[src/rtl/ptq_pkg.sv]
// ptq_pkg: shared types, sizes and codes for the priority task queue.
// Used by ptq_store and priority_task_queue; depends on nothing.
package ptq_pkg;

   localparam int QUEUE_DEPTH = 16;
   localparam int IDX_W       = $clog2(QUEUE_DEPTH);
   localparam int CNT_W       = $clog2(QUEUE_DEPTH + 1);
   localparam int OCC_W       = 5;

   localparam logic OP_ENQUEUE = 1'b0;
   localparam logic OP_DEQUEUE = 1'b1;

   localparam logic [1:0] STATUS_OK    = 2'd0;
   localparam logic [1:0] STATUS_FULL  = 2'd1;
   localparam logic [1:0] STATUS_EMPTY = 2'd2;

   typedef struct packed {
      logic        operation;
      logic [7:0]  task_priority;
      logic [15:0] task_ident;
   } req_type;

   typedef struct packed {
      logic [1:0]       status;
      logic [7:0]       out_priority;
      logic [15:0]      out_ident;
      logic [OCC_W-1:0] occupancy;
   } rsp_type;

   typedef struct packed {
      logic [7:0]  prio;
      logic [15:0] ident;
   } entry_type;

   typedef struct packed {
      logic             wr_en;
      logic [IDX_W-1:0] wr_idx;
      logic             rm_en;
      logic [IDX_W-1:0] rm_idx;
      logic [IDX_W-1:0] rd_idx;
   } store_ctrl_type;

endpackage

[src/rtl/ptq_store.sv]
// ptq_store: task entry storage with tail write, indexed read and remove-and-compact.
// Depends on ptq_pkg.
module ptq_store (
   input  logic                      clock,
   input  ptq_pkg::store_ctrl_type   ctrl,
   input  ptq_pkg::entry_type        wr_data,
   output ptq_pkg::entry_type        rd_data,
   output ptq_pkg::entry_type        head_data
);

   ptq_pkg::entry_type entry_ff [ptq_pkg::QUEUE_DEPTH];

   // Remove: every entry from the removed slot up to the one below the top takes its upper neighbor.
   always_ff @(posedge clock) begin
      if (ctrl.rm_en) begin
         for (int i = 0; i < ptq_pkg::QUEUE_DEPTH - 1; i++) begin
            if (ptq_pkg::IDX_W'(i) >= ctrl.rm_idx) begin
               entry_ff[i] <= entry_ff[i + 1];
            end
         end
      end else if (ctrl.wr_en) begin
         entry_ff[ctrl.wr_idx] <= wr_data;
      end
   end

   assign rd_data   = entry_ff[ctrl.rd_idx];
   assign head_data = entry_ff[0];

endmodule

[src/rtl/priority_task_queue.sv]
// priority_task_queue: bounded task queue served by highest priority, linear scan.
// Depends on ptq_pkg and ptq_store.
//
// Usage:
//   req channel (req_valid/req_ready/req_data) carries one beat per operation:
//   enqueue appends (task_priority, task_ident) at the tail; dequeue removes the
//   highest-priority task, oldest first among equals, and keeps arrival order.
//   rsp channel (rsp_valid/rsp_ready/rsp_data) returns exactly one beat per
//   request: status (ok, full, empty), the dequeued task or zeros, and the
//   number of tasks held afterward.
// Sequence:
//   One shared 8-bit comparator walks the stored entries one per cycle.
//   Enqueue and failed operations: accept, then hand-off; the result is
//   registered from the hand-off state.
//   Dequeue of N held tasks: accept, scan of entries 1..N-1, a remove step that
//   compacts all later entries at once, then hand-off; the result is registered
//   from the hand-off state.
//   The block takes one request at a time; req_ready is high only when idle.
// Reset and stalls:
//   Synchronous reset empties the queue and drops any pending response; entry
//   contents are not cleared. While the output register holds an untaken beat,
//   the result waits in hand-off and a new request is taken once it frees.
module priority_task_queue (
   input  logic              clock,
   input  logic              reset,
   input  logic              req_valid,
   output logic              req_ready,
   input  ptq_pkg::req_type  req_data,
   output logic              rsp_valid,
   input  logic              rsp_ready,
   output ptq_pkg::rsp_type  rsp_data
);

   localparam logic [1:0] ST_IDLE   = 2'd0;
   localparam logic [1:0] ST_SCAN   = 2'd1;
   localparam logic [1:0] ST_REMOVE = 2'd2;
   localparam logic [1:0] ST_DONE   = 2'd3;

   logic [1:0]                  state_ff, state_in;
   logic [ptq_pkg::CNT_W-1:0]   count_ff, count_in;
   logic [ptq_pkg::IDX_W-1:0]   scan_idx_ff, scan_idx_in;
   logic [ptq_pkg::IDX_W-1:0]   best_idx_ff, best_idx_in;
   ptq_pkg::entry_type          best_ff, best_in;
   ptq_pkg::rsp_type            res_ff, res_in;
   logic                        rsp_valid_ff, rsp_valid_in;
   ptq_pkg::rsp_type            rsp_data_ff, rsp_data_in;

   ptq_pkg::store_ctrl_type     store_ctrl;
   ptq_pkg::entry_type          wr_data;
   ptq_pkg::entry_type          rd_data;
   ptq_pkg::entry_type          head_data;

   logic                        is_full;
   logic                        is_empty;
   logic                        out_free;
   logic [ptq_pkg::IDX_W-1:0]   last_idx;

   ptq_store u_store (
      .clock     (clock),
      .ctrl      (store_ctrl),
      .wr_data   (wr_data),
      .rd_data   (rd_data),
      .head_data (head_data)
   );

   assign is_full   = (count_ff == ptq_pkg::CNT_W'(ptq_pkg::QUEUE_DEPTH));
   assign is_empty  = (count_ff == '0);
   assign out_free  = !rsp_valid_ff || rsp_ready;
   assign last_idx  = ptq_pkg::IDX_W'(count_ff - ptq_pkg::CNT_W'(1));
   assign req_ready = (state_ff == ST_IDLE);
   assign wr_data   = '{prio: req_data.task_priority, ident: req_data.task_ident};

   always_comb begin
      state_in    = state_ff;
      count_in    = count_ff;
      scan_idx_in = scan_idx_ff;
      best_idx_in = best_idx_ff;
      best_in     = best_ff;
      res_in      = res_ff;
      store_ctrl  = '0;

      unique case (state_ff)
         ST_IDLE: begin
            if (req_valid) begin
               if (req_data.operation == ptq_pkg::OP_ENQUEUE) begin
                  if (is_full) begin
                     // Drop the task, report full.
                     res_in = '{status: ptq_pkg::STATUS_FULL, out_priority: '0,
                                out_ident: '0,
                                occupancy: ptq_pkg::OCC_W'(count_ff)};
                  end else begin
                     store_ctrl.wr_en  = 1'b1;
                     store_ctrl.wr_idx = ptq_pkg::IDX_W'(count_ff);
                     count_in          = count_ff + ptq_pkg::CNT_W'(1);
                     res_in = '{status: ptq_pkg::STATUS_OK, out_priority: '0,
                                out_ident: '0,
                                occupancy: ptq_pkg::OCC_W'(count_ff + ptq_pkg::CNT_W'(1))};
                  end
                  state_in = ST_DONE;
               end else if (is_empty) begin
                  res_in = '{status: ptq_pkg::STATUS_EMPTY, out_priority: '0,
                             out_ident: '0, occupancy: '0};
                  state_in = ST_DONE;
               end else begin
                  // Seed the scan with the oldest entry.
                  best_idx_in = '0;
                  best_in     = head_data;
                  scan_idx_in = ptq_pkg::IDX_W'(1);
                  state_in    = (last_idx == '0) ? ST_REMOVE : ST_SCAN;
               end
            end
         end

         ST_SCAN: begin
            // One entry per cycle; strict greater keeps the oldest on ties.
            store_ctrl.rd_idx = scan_idx_ff;
            if (rd_data.prio > best_ff.prio) begin
               best_idx_in = scan_idx_ff;
               best_in     = rd_data;
            end
            if (scan_idx_ff == last_idx) begin
               state_in = ST_REMOVE;
            end else begin
               scan_idx_in = scan_idx_ff + ptq_pkg::IDX_W'(1);
            end
         end

         ST_REMOVE: begin
            // Compact the later entries down by one, all at once.
            store_ctrl.rm_en  = 1'b1;
            store_ctrl.rm_idx = best_idx_ff;
            count_in          = count_ff - ptq_pkg::CNT_W'(1);
            res_in = '{status: ptq_pkg::STATUS_OK, out_priority: best_ff.prio,
                       out_ident: best_ff.ident,
                       occupancy: ptq_pkg::OCC_W'(count_ff - ptq_pkg::CNT_W'(1))};
            state_in = ST_DONE;
         end

         ST_DONE: begin
            // Hold until the output register can take the result.
            if (out_free) begin
               state_in = ST_IDLE;
            end
         end

         default: begin
            state_in = ST_IDLE;
         end
      endcase
   end

   always_comb begin
      rsp_valid_in = rsp_valid_ff;
      rsp_data_in  = rsp_data_ff;
      if (state_ff == ST_DONE && out_free) begin
         rsp_valid_in = 1'b1;
         rsp_data_in  = res_ff;
      end else if (rsp_ready) begin
         rsp_valid_in = 1'b0;
      end
   end

   always_ff @(posedge clock) begin
      if (reset) begin
         state_ff     <= ST_IDLE;
         count_ff     <= '0;
         rsp_valid_ff <= 1'b0;
      end else begin
         state_ff     <= state_in;
         count_ff     <= count_in;
         rsp_valid_ff <= rsp_valid_in;
      end
   end

   always_ff @(posedge clock) begin
      scan_idx_ff <= scan_idx_in;
      best_idx_ff <= best_idx_in;
      best_ff     <= best_in;
      res_ff      <= res_in;
      rsp_data_ff <= rsp_data_in;
   end

   assign rsp_valid = rsp_valid_ff;
   assign rsp_data  = rsp_data_ff;

   // Occupancy never passes the queue depth.
   a_count_bound: assert property (@(posedge clock) disable iff (reset)
      count_ff <= ptq_pkg::CNT_W'(ptq_pkg::QUEUE_DEPTH))
      else $error("task count above queue depth");

   // The scan pointer stays inside the held entries.
   a_scan_in_range: assert property (@(posedge clock) disable iff (reset)
      (state_ff == ST_SCAN) |-> (ptq_pkg::CNT_W'(scan_idx_ff) < count_ff))
      else $error("scan index beyond held tasks");

   // An accepted enqueue into a non-full queue grows the count by one.
   a_enqueue_grows: assert property (@(posedge clock) disable iff (reset)
      (req_valid && req_ready && req_data.operation == ptq_pkg::OP_ENQUEUE && !is_full)
      |=> (count_ff == $past(count_ff) + ptq_pkg::CNT_W'(1)))
      else $error("enqueue did not advance count");

   // A remove cycle always hands off a successful result next.
   a_remove_done: assert property (@(posedge clock) disable iff (reset)
      (state_ff == ST_REMOVE) |=> (state_ff == ST_DONE && res_ff.status == ptq_pkg::STATUS_OK))
      else $error("remove did not produce ok result");

endmodule

[config.mk]
export PLATFORM = sky130hd
export DESIGN_NAME = priority_task_queue
export DESIGN_NICKNAME = d
export VERILOG_FILES = /design/src/rtl/ptq_pkg.sv /design/src/rtl/ptq_store.sv /design/src/rtl/priority_task_queue.sv
export SDC_FILE = /design/constraint.sdc
export NUM_CORES = 1
export LEC_CHECK = 0
export BUFFER_PORTS_ARGS = -buffer_cell sky130_fd_sc_hd__buf_4
export CORE_MARGIN = 2
export CORE_UTILIZATION = 57
export DETAILED_ROUTE_END_ITERATION = 6
export GPL_ROUTABILITY_DRIVEN = 0
export HOLD_SLACK_MARGIN = 0.06
export PLACE_DENSITY_LB_ADDON = 0.12
export SKIP_LAST_GASP = 1
export SYNTH_ARGS = -nofsm -noshare
export SYNTH_HDL_FRONTEND = slang
export SYNTH_SLANG_ARGS = --single-unit
[constraint.sdc]
create_clock -name clock -period 4.9 [get_ports clock]
set_clock_uncertainty 0.2 [all_clocks]
set_input_delay 0.735 -clock clock [delete_from_list [all_inputs] [get_ports clock]]
set_output_delay 0.735 -clock clock [all_outputs]
set_load 0.005 [all_outputs]
==> impl_results.md, run 1 <==
- Slew @ Worst Pin: 1.14 ns
- Die height: 211 µm
- TritonCTS clock tree: yes
- Vias: 15100
- Crit path DAT: 4.21 ns
- First-pass GRT wire length: 94.1 mm
- Placed cell count: 2219
- Post-CTS sizing: 0
- Setup tns final: 0 ns
- Status: completed
- Clock tree buffer depth: 3
- Post-DRT Antenna Nets: 0
- R2R setup slack: 0.81 ns
- Io pins: 62
- Synth Area in Compound Gates: 0.0843
- Max Used Layer: met4
- Sequential area share after synthesis: 0.596
- Synth top area cells: edfxtp_1 59%, mux2_2 16%, mux2_4 2.4%
- Core ar.: 0.0420 mm²
- Post-CTS setup buffer count: 0
- Leak: 9.36 nW
- Metal3 WL: 4.83 mm
- Maximum vdd drop: 0.000303 V
- Number of global-route vias before repair: 15000
- Final worst setup slack: 0.810 ns
- Post-synth cell types: 70
- Die width: 211 µm
- Antenna violations before repair: 2
- Clk sinks: 486
- Synth top area share: 0.590
- Synth Area per Inst: 14.3 µm²
- Max H-tree Level: 2
- # setup viols final: 0
- Max transition margin: 0.240
- Inserted Diodes: 0
- Die Footprint: 0.0444 mm²
- Met2 WL post-DR: 28.9 mm
- Skew-Pair Late Insertion Delay: 0.61 ns
- Area growth, synth to finish: 10.8%
- Pre-CTS setup slack: 0.839 ns
- Crit. End Element: flop
- Syn. warnings: 0
- Mux cell area share after synthesis: 0.213
- Startpoint Class: flop
- Routed wire per std cell: 26.9 µm
- Hold_ws: 0.193 ns
- Worst-path fanout max: 27
- Max Cap Violations: 0
- Detailed Route WL: 62.2 mm
- CP required: 5.02 ns
- Total Routing Usage GR: 0.285
- Final Cycle Share: 0.835
- Cell row count: 75
- Root Buffer: clkbuf_16
- Largest family of logic cells by synthesized area: multiplexers
- Post-synthesis register bit count: 486
- I/O Buffers: 61
- Share of cells above drive strength 1: 0.348
- Simple-gate share of the synthesized area: 0.0606
- Final hold violations: 0
- Aggregate global routing overflow: 0
- Residual DRC: 0
- Initial drt markers: 1661
- Top-count cell post-synth: edfxtp_1
- P per Cell Area: 527 mW/mm²
- RSZ-0062 raised after global routing: false
- Cell Count, Final, Fillers Out: 2315
- Area leader, netlist: edfxtp_1
- Largest net degree at the start of global routing: 85
- Post-synth EDFFs: 478
- Adder-cell area share of the yosys netlist: 0.00874
- Vias/cell: 6.54
- DRT met1 WL: 26.6 mm
- Hold buffers post-CTS: 0
- Min Tclk post-route: 4.09 ns
- Hold Crit Class: primary input to flop
- Initial core utilization: 0.579
- Number of buffers created by CTS: 52
- Max Slew Vio Count: 0
- Fmax achieved: 0.245 GHz
- Nets: 1780
- Top cells by count, synth: 478 x edfxtp_1, 344 x mux2_2, 77 x nand2_1, 76 x clkbuf_1, 75 x a211oi_1
- DR pass1 iterations: 4
- Worst-path clk slew: 0.06 ns
- CP Class: flop to flop
- Mapped Area: 0.0243 mm²
- Asr flop ratio synth: 0
- DP Area: 0.0254 mm²
- Final instance area: 0.0270 mm²
- Fillers: 3141
- Post-synthesis cell count: 1705
- Post-Synth XOR/XNOR Area: 0.00468
- Top_reg_cell synth: edfxtp_1
- Syn_nets: 1751
- Dpl hpwl: 37.4 mm
## cell families (layout without fill, tap and decap cells)
group / count (synthesis) / in the layout
buf+inv: 177 / 248
compound gates: 307 / 307
fa+ha+maj: 17 / 17
simple gates: 268 / 268
xor+xnor: 13 / 13
mux: 437 / 437
flops: 486 / 486
## final timing paths
path,cells after the start,endpoint,startpoint
hold reg to reg,0,rsp_data[28]$_DFFE_PP_,res_ff[28]$_SDFFCE_PN0P_
setup / recovery,15,best_ff[6]$_DFFE_PP_,state_ff[1]$_SDFFE_PP0P_
hold / removal,2,count_ff[3]$_SDFFE_PP0P_,reset
setup reg to reg,15,best_ff[6]$_DFFE_PP_,state_ff[1]$_SDFFE_PP0P_
## final cells by class
cell class	instances	area, µm²	area share
Tap cell	539	674	0.0250
Clock buffer	63	1340	0.0498
Clock inverter	33	211	0.00784
Sequential cell	486	14500	0.538
Inverter	31	116	0.00432
Multi-Input combinational cell	1042	9160	0.340
Timing Repair Buffer	121	946	0.0351
## metal layers
layer  vias to the layer above  GRT usage
li1                       6716          -
met1                      7734      0.401
met2                       558      0.449
met3                       124     0.0516
met4                         0     0.0993
met5                         -          0
## state kept, by name (all words and copies together), names as in the netlist
signal,flops
scan_idx_ff,4
state_ff,2
rsp_valid,1
count_ff,5
res_ff,31
best_idx_ff,4
rsp_data,31
best_ff,24
u_store.entry_ff,384
## cell usage in the layout (no fill, tap or decap), drive strengths merged, types with 3 or more instances in the layout
master,count
a21o,3
dfxtp,8
and3,35
o2111ai,7
nor3b,10
nor4,3
mux2i,37
xor2,4
o22ai,29
o21ai,53
a2111o,3
a21oi,64
mux4,14
nand3,11
nand3b,16
and2,25
buf,121
nor2,40
o21a,7
a22o,6
inv,31
o221ai,19
o211ai,10
nor2b,9
a211o,3
o31ai,11
a31oi,3
nand2b,18
mux2,386
xnor2,9
edfxtp,478
a211oi,75
nand2,83
clkbuf,63
clkinv,30
nor3,9
ha,17
## metrics by stage
stage,total power [mW],utilization
after floorplan,9.08,-
after global placement,10.5,0.604
after detailed placement,10.6,0.604
after CTS,14.2,0.641
after global routing,14.8,0.641
final,14.2,0.641
## power breakdown
group	internal [mW]	switching (mW)	leakage [nW]	total, mW
Sequential	5.96	0.447	4.46	6.41
Combinational	1.58	2.55	4.14	4.12
Clock	2.05	1.62	0.763	3.67
Total	9.58	4.62	9.36	14.2
## critical path: stages, from the launching register on
cell and delay [ns]:
dfxtp_1 0.33, inv_1 0.12, ha_4 0.47, o21a_1 0.40, buf_4 0.22, nor2_1 0.05, o31ai_1 0.18, a21oi_1 0.11
a21oi_1 0.18, ha_1 0.26, nor2b_1 0.13, o21a_1 0.16, o21a_1 0.16, o21ai_0 0.30, a41oi_4 0.18, buf_4 0.31
No activity file was read; power rests on OpenSTA's default activity.
==> run 2, diff against run 1 <==
- ABC_AREA: not set -> 1
- clock period: 4.9 -> 3.68 ns (I/O delays scaled with it)
==> impl_results.md, run 2 <==
- Max transition margin: 0.260 (+0.0198)
- Crit path DAT: 3.55 ns (-0.66 ns)
- Pre-CTS setup slack: 0.213 ns (-0.626 ns)
- Max reg flops: 384 (unchanged)
- DR pass1 iterations: 6 (+2)
- Final hold violations: 0 (unchanged)
- Placed cell count: 2813 (+27%)
- Largest net degree at the start of global routing: 100 (+18%)
- Internal: 13.2 mW (+37%)
- Top-count cell post-synth: nand2_1
- Slew @ Worst Pin: 1.11 ns (-0.0266 ns)
- Synth top area share: 0.616 (+0.0262)
- Post-synthesis cell count: 2345 (+38%)
- Share of cells above drive strength 1: 0.111 (-0.237)
- Die Footprint: 0.0425 mm² (-4.2%)
- I/O Buffers: 61 (unchanged)
- Post-synth cell types: 39 (-44%)
- Inserted Diodes: 0 (unchanged)
- Simple-gate share of the synthesized area: 0.170 (+0.109)
- CP Class: flop to flop
- Core ar.: 0.0406 mm² (-3.5%)
- Switching pwr: 6.71 mW (+45%)
- Cell family with most CP delay: buffers and inverters
- Final worst setup slack: 0.220 ns (-0.590 ns)
- Area growth, synth to finish: 11.8%
- Post-DRT Antenna Nets: 0 (unchanged)
- Sequential area share after synthesis: 0.623 (+0.0264)
- Synth Area per Inst: 9.94 µm² (-30%)
- Die height: 206 µm (-2.1%)
- Slowest cell on the critical path: dfxtp_1
- Synth Area in Compound Gates: 0.140 (+0.0561)
- Min Tclk post-route: 3.46 ns (-0.630 ns)
- Register Area: 0.0145 mm² (unchanged)
- Maximum vdd drop: 0.000434 V (+44%)
- Mapped Area: 0.0233 mm² (-4.2%)
- Detailed Route WL: 53.4 mm (-14%)
- Startpoint Class: flop
- Cell Count, Final, Fillers Out: 2933 (+27%)
- Clock tree buffer depth: 3 (unchanged)
- Nets: 2408 (+35%)
- First-pass GRT wire length: 85.5 mm (-9.2%)
- Clock power share: 0.251 (-0.007)
- Status: completed
- Max Cap Violations: 0 (unchanged)
- Syn. warnings: 0 (unchanged)
- Crit. End Element: flop
- Most common cell after layout, fill and taps aside: nand2_1
- Largest family of logic cells by synthesized area: simple AND/OR/NAND/NOR gates
- Synth top area cells: edfxtp_1 62%, nand2_1 9.3%, o21ai_0 8.4%
- Fillers: 3238 (+3.1%)
- Seq pwr share: 0.454 (+0.003)
- CP required: 3.77 ns (-1.25 ns)
- Clk sinks: 486 (unchanged)
- Slowest stage delay, CP: 0.39 ns (-0.08 ns)
- Switch share: 0.338 (+0.0124)
- Initial drt markers: 1793 (+7.9%)
- P per Cell Area: 763 mW/mm² (+45%)
- Routed wire per std cell: 18.2 µm (-32%)
- Dpl hpwl: 36.3 mm (-3.0%)
- Aggregate global routing overflow: 0 (unchanged)
- Initial core utilization: 0.575 (-0.00426)
- Cell row count: 74 (-1.3%)
- Antenna violations before repair: 1 (-1)
- # setup viols final: 0 (unchanged)
- Worst-path fanout max: 9 (-67%)
- Total Routing Usage GR: 0.255 (-0.0296)
- Post-synth EDFFs: 478 (unchanged)
- Area leader, netlist: edfxtp_1
- Hold Crit Class: primary input to flop
- Mux cell area share after synthesis: 0 (-0.213)
- Root Buffer: clkbuf_16
- RSZ-0062 raised after global routing: false
- Comb power frac: 0.296 (+0.006)
- CP bufs+invs: 6 (+3)
- Most frequent cells in the layout: 577 x nand2_1, 478 x edfxtp_1, 386 x o21ai_0
- Vias/cell: 5.80 (-11%)
- Top_reg_cell synth: edfxtp_1
- Max Slew Vio Count: 0 (unchanged)
- Residual DRC: 0 (unchanged)
- Fmax achieved: 0.289 GHz (+18%)
- Vias: 17000 (+12%)
- Worst-path clk slew: 0.06 ns (about the same)
- Die width: 206 µm (-2.1%)
- Leak: 10.3 nW (+9.6%)
- Top cells by count, synth: 580 x nand2_1, 478 x edfxtp_1, 390 x o21ai_0, 165 x nand3_1, 135 x nor2_1
- Critical Path, Cell by Cell: inv_1 > ha_2 > buf_4 > nand2_2 > clkinvlp_4 > buf_4 > nand3_1 > nand3_1 > nand2_1 > inv_1 > ha_1 > nand2_1 > nor2_1 > a21o_1 > nand2_1 > a21boi_4 > buf_4
- Final Cycle Share: 0.940 (+0.106)
- Setup tns final: 0 ns (unchanged)
- Syn_nets: 2391 (+37%)
- Area of the multi-input gates: 0.00757 mm² (-17%)
- Number of global-route vias before repair: 15700 (+4.8%)
- TritonCTS clock tree: yes
- Largest register by flop count: u_store.entry_ff
- Max H-tree Level: 2 (unchanged)
- Post-Synth XOR/XNOR Area: 0.00225 (-0.00242)
- Post-synthesis register bit count: 486 (unchanged)
- Asr flop ratio synth: 0 (unchanged)
- Io pins: 62 (unchanged)
- Skew-Pair Late Insertion Delay: 0.60 ns (about the same)
- Number of buffers created by CTS: 50 (-3.8%)
- Adder-cell area share of the yosys netlist: 0.00913 (+0.000388)
==> run 2: routing by layer <==
metal,vias up,global-route usage,part of all wire
met5,-,0,0.00024
met4,2,0.0520,0.013
met3,60,0.0484,0.095
met2,748,0.379,0.44
met1,7942,0.393,0.46
li1,8261,-,-
==> run 2: logic make-up (layout without fill, tap and decap cells) <==
family	Yosys count	count (layout)
compound gates	597	597
fa+ha+maj	17	17
xor+xnor	6	6
buf+inv	299	355
flops	486	486
simple gates	940	940
==> run 2: final cells by class <==
| class | instances | area share |
|---|---|---|
| Sequential cell | 486 | 0.557 |
| Multi-Input combinational cell | 1560 | 0.290 |
| Clock buffer | 62 | 0.0506 |
| Timing Repair Buffer | 149 | 0.0498 |
| Tap cell | 532 | 0.0255 |
| Inverter | 115 | 0.0169 |
| Clock inverter | 29 | 0.00999 |
==> run 2: worst reg2reg max path, delay by kind of cell, from the launching register on <==
family | cells | cell delay (ns)
flops | 1 | 0.39
buf+inv | 6 | 0.86
fa+ha+maj | 2 | 0.53
compound gates | 2 | 0.33
simple gates | 7 | 0.85
==> run 2: power by group through the flow <==
stage	Combinational [mW]	Sequential [mW]	Clock [mW]
3_3_place_gp	5.52	9.06	0
3_5_place_dp	5.71	9.11	0
5_1_grt	6.64	9.17	5.26
2_1_floorplan	4.00	8.89	0
4_1_cts	5.77	9.01	5.06
6_report	5.88	9.02	4.98
==> run 2: final timing paths <==
check	start	endpoint	slack, ns	cells after the start
min reg2reg	res_ff[21]$_SDFFCE_PN0P_	rsp_data[21]$_DFFE_PP_	0.22	0
max reg2reg	state_ff[1]$_SDFFE_PP0P_	best_idx_ff[3]$_DFFE_PP_	0.22	17
min	rsp_ready	rsp_valid$_SDFFE_PP0P_	0.08	4
max	state_ff[1]$_SDFFE_PP0P_	best_idx_ff[3]$_DFFE_PP_	0.22	17
==> run 2: timing repair <==
action / in CTS / in global routing
endpoints found under the hold margin: 26 / 0
hold buffers: 25 / 0
gates resized for setup: 0 / 8
setup buffers: 0 / 3
endpoints found under the setup margin: 0 / 28
==> run 2: per-stage QoR <==
stage / power (mW) / hold slack [ns] / cell area (µm²) / util
floorplan: 12.9 / 0.200 / 23300 / -
global placement: 14.6 / 0.201 / 24200 / 0.596
detailed placement: 14.8 / 0.206 / 24200 / 0.596
CTS: 19.8 / 0.0666 / 26000 / 0.641
global route: 21.1 / 0.0959 / 26100 / 0.643
finish: 19.9 / 0.0816 / 26100 / 0.643
==> run 3, diff against run 2 <==
- ABC_AREA: 1 -> not set
==> impl_results.md, run 3 (same netlist as run 1, synthesis figures left out) <==
- Max H-tree Level: 2 (unchanged)
- Largest net degree at the start of global routing: 109 (+9.0%)
- Routed wire per std cell: 27.0 µm (+48%)
- Critical Path, Cell by Cell: ha_4 > buf_4 > nand2b_1 > mux4_2 > a21oi_1 > a21oi_1 > ha_1 > and4_1 > a41o_1 > a41oi_4 > buf_12
- # setup viols final: 0 (unchanged)
- Final hold violations: 0 (unchanged)
- Clock power share: 0.275 (+0.024)
- Residual DRC: 0 (unchanged)
- Die width: 211 µm (+2.2%)
- Nets: 1838 (-24%)
- Reg-to-Reg Start: state_ff[0]$_SDFFE_PP0P_
- Switch share: 0.317 (-0.0207)
- CP Class: flop to flop
- Status: completed
- Hold Crit Class: primary input to flop
- Inserted Diodes: 0 (unchanged)
- Crit. End Element: flop
- Vias/cell: 6.49 (+12%)
- Most used cell, CP: a21oi_1
- Register-to-Register Path Depth: 11 (-6)
- Aggregate global routing overflow: 0 (unchanged)
- TritonCTS clock tree: yes
- Clock tree buffer depth: 3 (unchanged)
- Seq pwr share: 0.428 (-0.026)
- RSZ-0062 raised after global routing: false
- P per Cell Area: 715 mW/mm² (-6.3%)
- Final instance area: 0.0278 mm² (+6.6%)
- Max reg flops: 384 (unchanged)
- Initial drt markers: 1432 (-20%)
- Hold Crit Depth: 1 (-3)
- Switching pwr: 6.29 mW (-6.3%)
- Total Routing Usage GR: 0.289 (+0.0340)
- WHS Endpoint: u_store.entry_ff[15][19]$_DFFE_PP_
- Cell row count: 75 (+1.4%)
- Root Buffer: clkbuf_16
- Fmax achieved: 0.284 GHz (-1.7%)
- Worst-path clk slew: 0.06 ns (about the same)
- DP Area: 0.0258 mm² (+6.8%)
- Max transition margin: 0.219 (-0.0403)
- Core ar.: 0.0420 mm² (+3.7%)
- Vias: 15400 (-9.6%)
- Dpl hpwl: 40.2 mm (+11%)
- Leak: 9.78 nW (-4.6%)
- Die height: 211 µm (+2.2%)
- Skew-Pair Late Insertion Delay: 0.60 ns (about the same)
- CP required: 3.77 ns (about the same)
- Io pins: 62 (unchanged)
- Maximum vdd drop: 0.000470 V (+8.2%)
- I/O Buffers: 61 (unchanged)
- Detailed Route WL: 64.1 mm (+20%)
- Slowest stage delay, CP: 0.46 ns (+0.07 ns)
- Area growth, synth to finish: 14.1%
- Most frequent cells in the layout: 478 x edfxtp_1, 344 x mux2_2, 151 x buf_4
- Crit path DAT: 3.61 ns (+0.06 ns)
- Internal: 13.6 mW (+3.0%)
- Antenna violations before repair: 4 (+3)
- Post-DRT Antenna Nets: 0 (unchanged)
- Critical R2R Capture: best_ff[3]$_DFFE_PP_
- DR pass1 iterations: 5 (-1)
- Min Tclk post-route: 3.52 ns (+0.0597 ns)
- Hold_sp: req_data[19]
- Cell family with most CP delay: compound AO/OA/AOI/OAI gates
- Number of buffers created by CTS: 52 (+4.0%)
- Comb power frac: 0.297 (about the same)
- R2R setup slack: 0.16 ns (-0.06 ns)
- Initial core utilization: 0.579 (+0.00426)
- Max Cap Violations: 0 (unchanged)
- First-pass GRT wire length: 95.7 mm (+12%)
- Final Cycle Share: 0.956 (+0.0162)
- Setup tns final: 0 ns (unchanged)
- Number of global-route vias before repair: 15100 (-3.9%)
- Most common cell after layout, fill and taps aside: edfxtp_1
- Max Slew Vio Count: 0 (unchanged)
- Worst-path fanout max: 25 (+16)
- Share of cells above drive strength 1: 0.364 (+0.253)
- Die Footprint: 0.0444 mm² (+4.3%)
- Slew @ Worst Pin: 1.17 ns (+0.0605 ns)
- CP bufs+invs: 2 (-4)
- Largest register by flop count: u_store.entry_ff
- Startpoint Class: flop
- Clk sinks: 486 (unchanged)
- Slowest cell on the critical path: mux4_2
[run 3: cell types whose count changed in the layout (fill, tap and decap cells not counted), sizes merged, moves of 37 or more]
cell	change
a211oi	+74
nand3	-161
buf	+41
mux2	+386
mux2i	+37
nor2	-101
inv	-85
nand2	-501
o211ai	-46
o21ai	-429
a21oi	+46
[run 3: worst max-delay path by stage]
stage,start,to,slack (ns),cells past startpoint
after CTS,state_ff[0]$_SDFFE_PP0P_,best_ff[3]$_DFFE_PP_,0.05,13
after detailed placement,state_ff[0]$_SDFFE_PP0P_,best_ff[11]$_DFFE_PP_,0.06,13
final,state_ff[0]$_SDFFE_PP0P_,best_ff[3]$_DFFE_PP_,0.16,11
after global routing,state_ff[1]$_SDFFE_PP0P_,best_ff[6]$_DFFE_PP_,0.02,12
after floorplan,state_ff[1]$_SDFFE_PP0P_,best_ff[0]$_DFFE_PP_,0.002,16
after global placement,state_ff[1]$_SDFFE_PP0P_,best_ff[11]$_DFFE_PP_,0.15,12
[run 3: power by group through the flow]
stage / combinational, mW / sequential (mW) / clock, mW
final: 5.90 / 8.50 / 5.46
after global routing: 6.31 / 8.61 / 5.71
after floorplan: 3.72 / 8.38 / 0
after global placement: 5.65 / 8.57 / 0
after detailed placement: 5.73 / 8.60 / 0
after CTS: 5.77 / 8.49 / 5.53
[run 3: metal layers]
| metal | track usage | vias up | share of wire | routed length (µm) |
|---|---|---|---|---|
| met3 | 0.0506 | 118 | 0.074 | 4720 |
| met1 | 0.405 | 7841 | 0.43 | 27400 |
| li1 | - | 6816 | - | - |
| met2 | 0.462 | 613 | 0.47 | 30100 |
| met4 | 0.0969 | 0 | 0.028 | 1820 |
| met5 | 0 | - | 0 | 0 |
[run 3: metrics by stage]
stage | worst slack [ns] | hold WS (ns) | util | power (mW) | instances
final | 0.160 | 0.0820 | 0.661 | 19.9 | 2372
after floorplan | 0.00242 | 0.200 | - | 12.1 | 1705
after global placement | 0.150 | 0.202 | 0.614 | 14.2 | 2255
after detailed placement | 0.0629 | 0.205 | 0.614 | 14.3 | 2255
after global routing | 0.0193 | 0.0946 | 0.661 | 20.6 | 2372
after CTS | 0.0514 | 0.0613 | 0.659 | 19.8 | 2365
[run 3: final cells by class]
cell class | instances | area, µm²
sequential | 486 | 14500
fill | 3077 | 14300
multi-input combinational | 1042 | 9170
timing repair buffer | 179 | 1540
clock buffer | 64 | 1390
tap | 539 | 674
clock inverter | 31 | 377
inverter | 31 | 116
[run 3: what timing repair did]
action | 4_1_cts | 5_1_grt
hold buffers | 15 | 0
resized for setup | 0 | 5
buffers inserted | 0 | 7
hold endpoints to repair | 20 | 0
endpoints found under the setup margin | 0 | 28
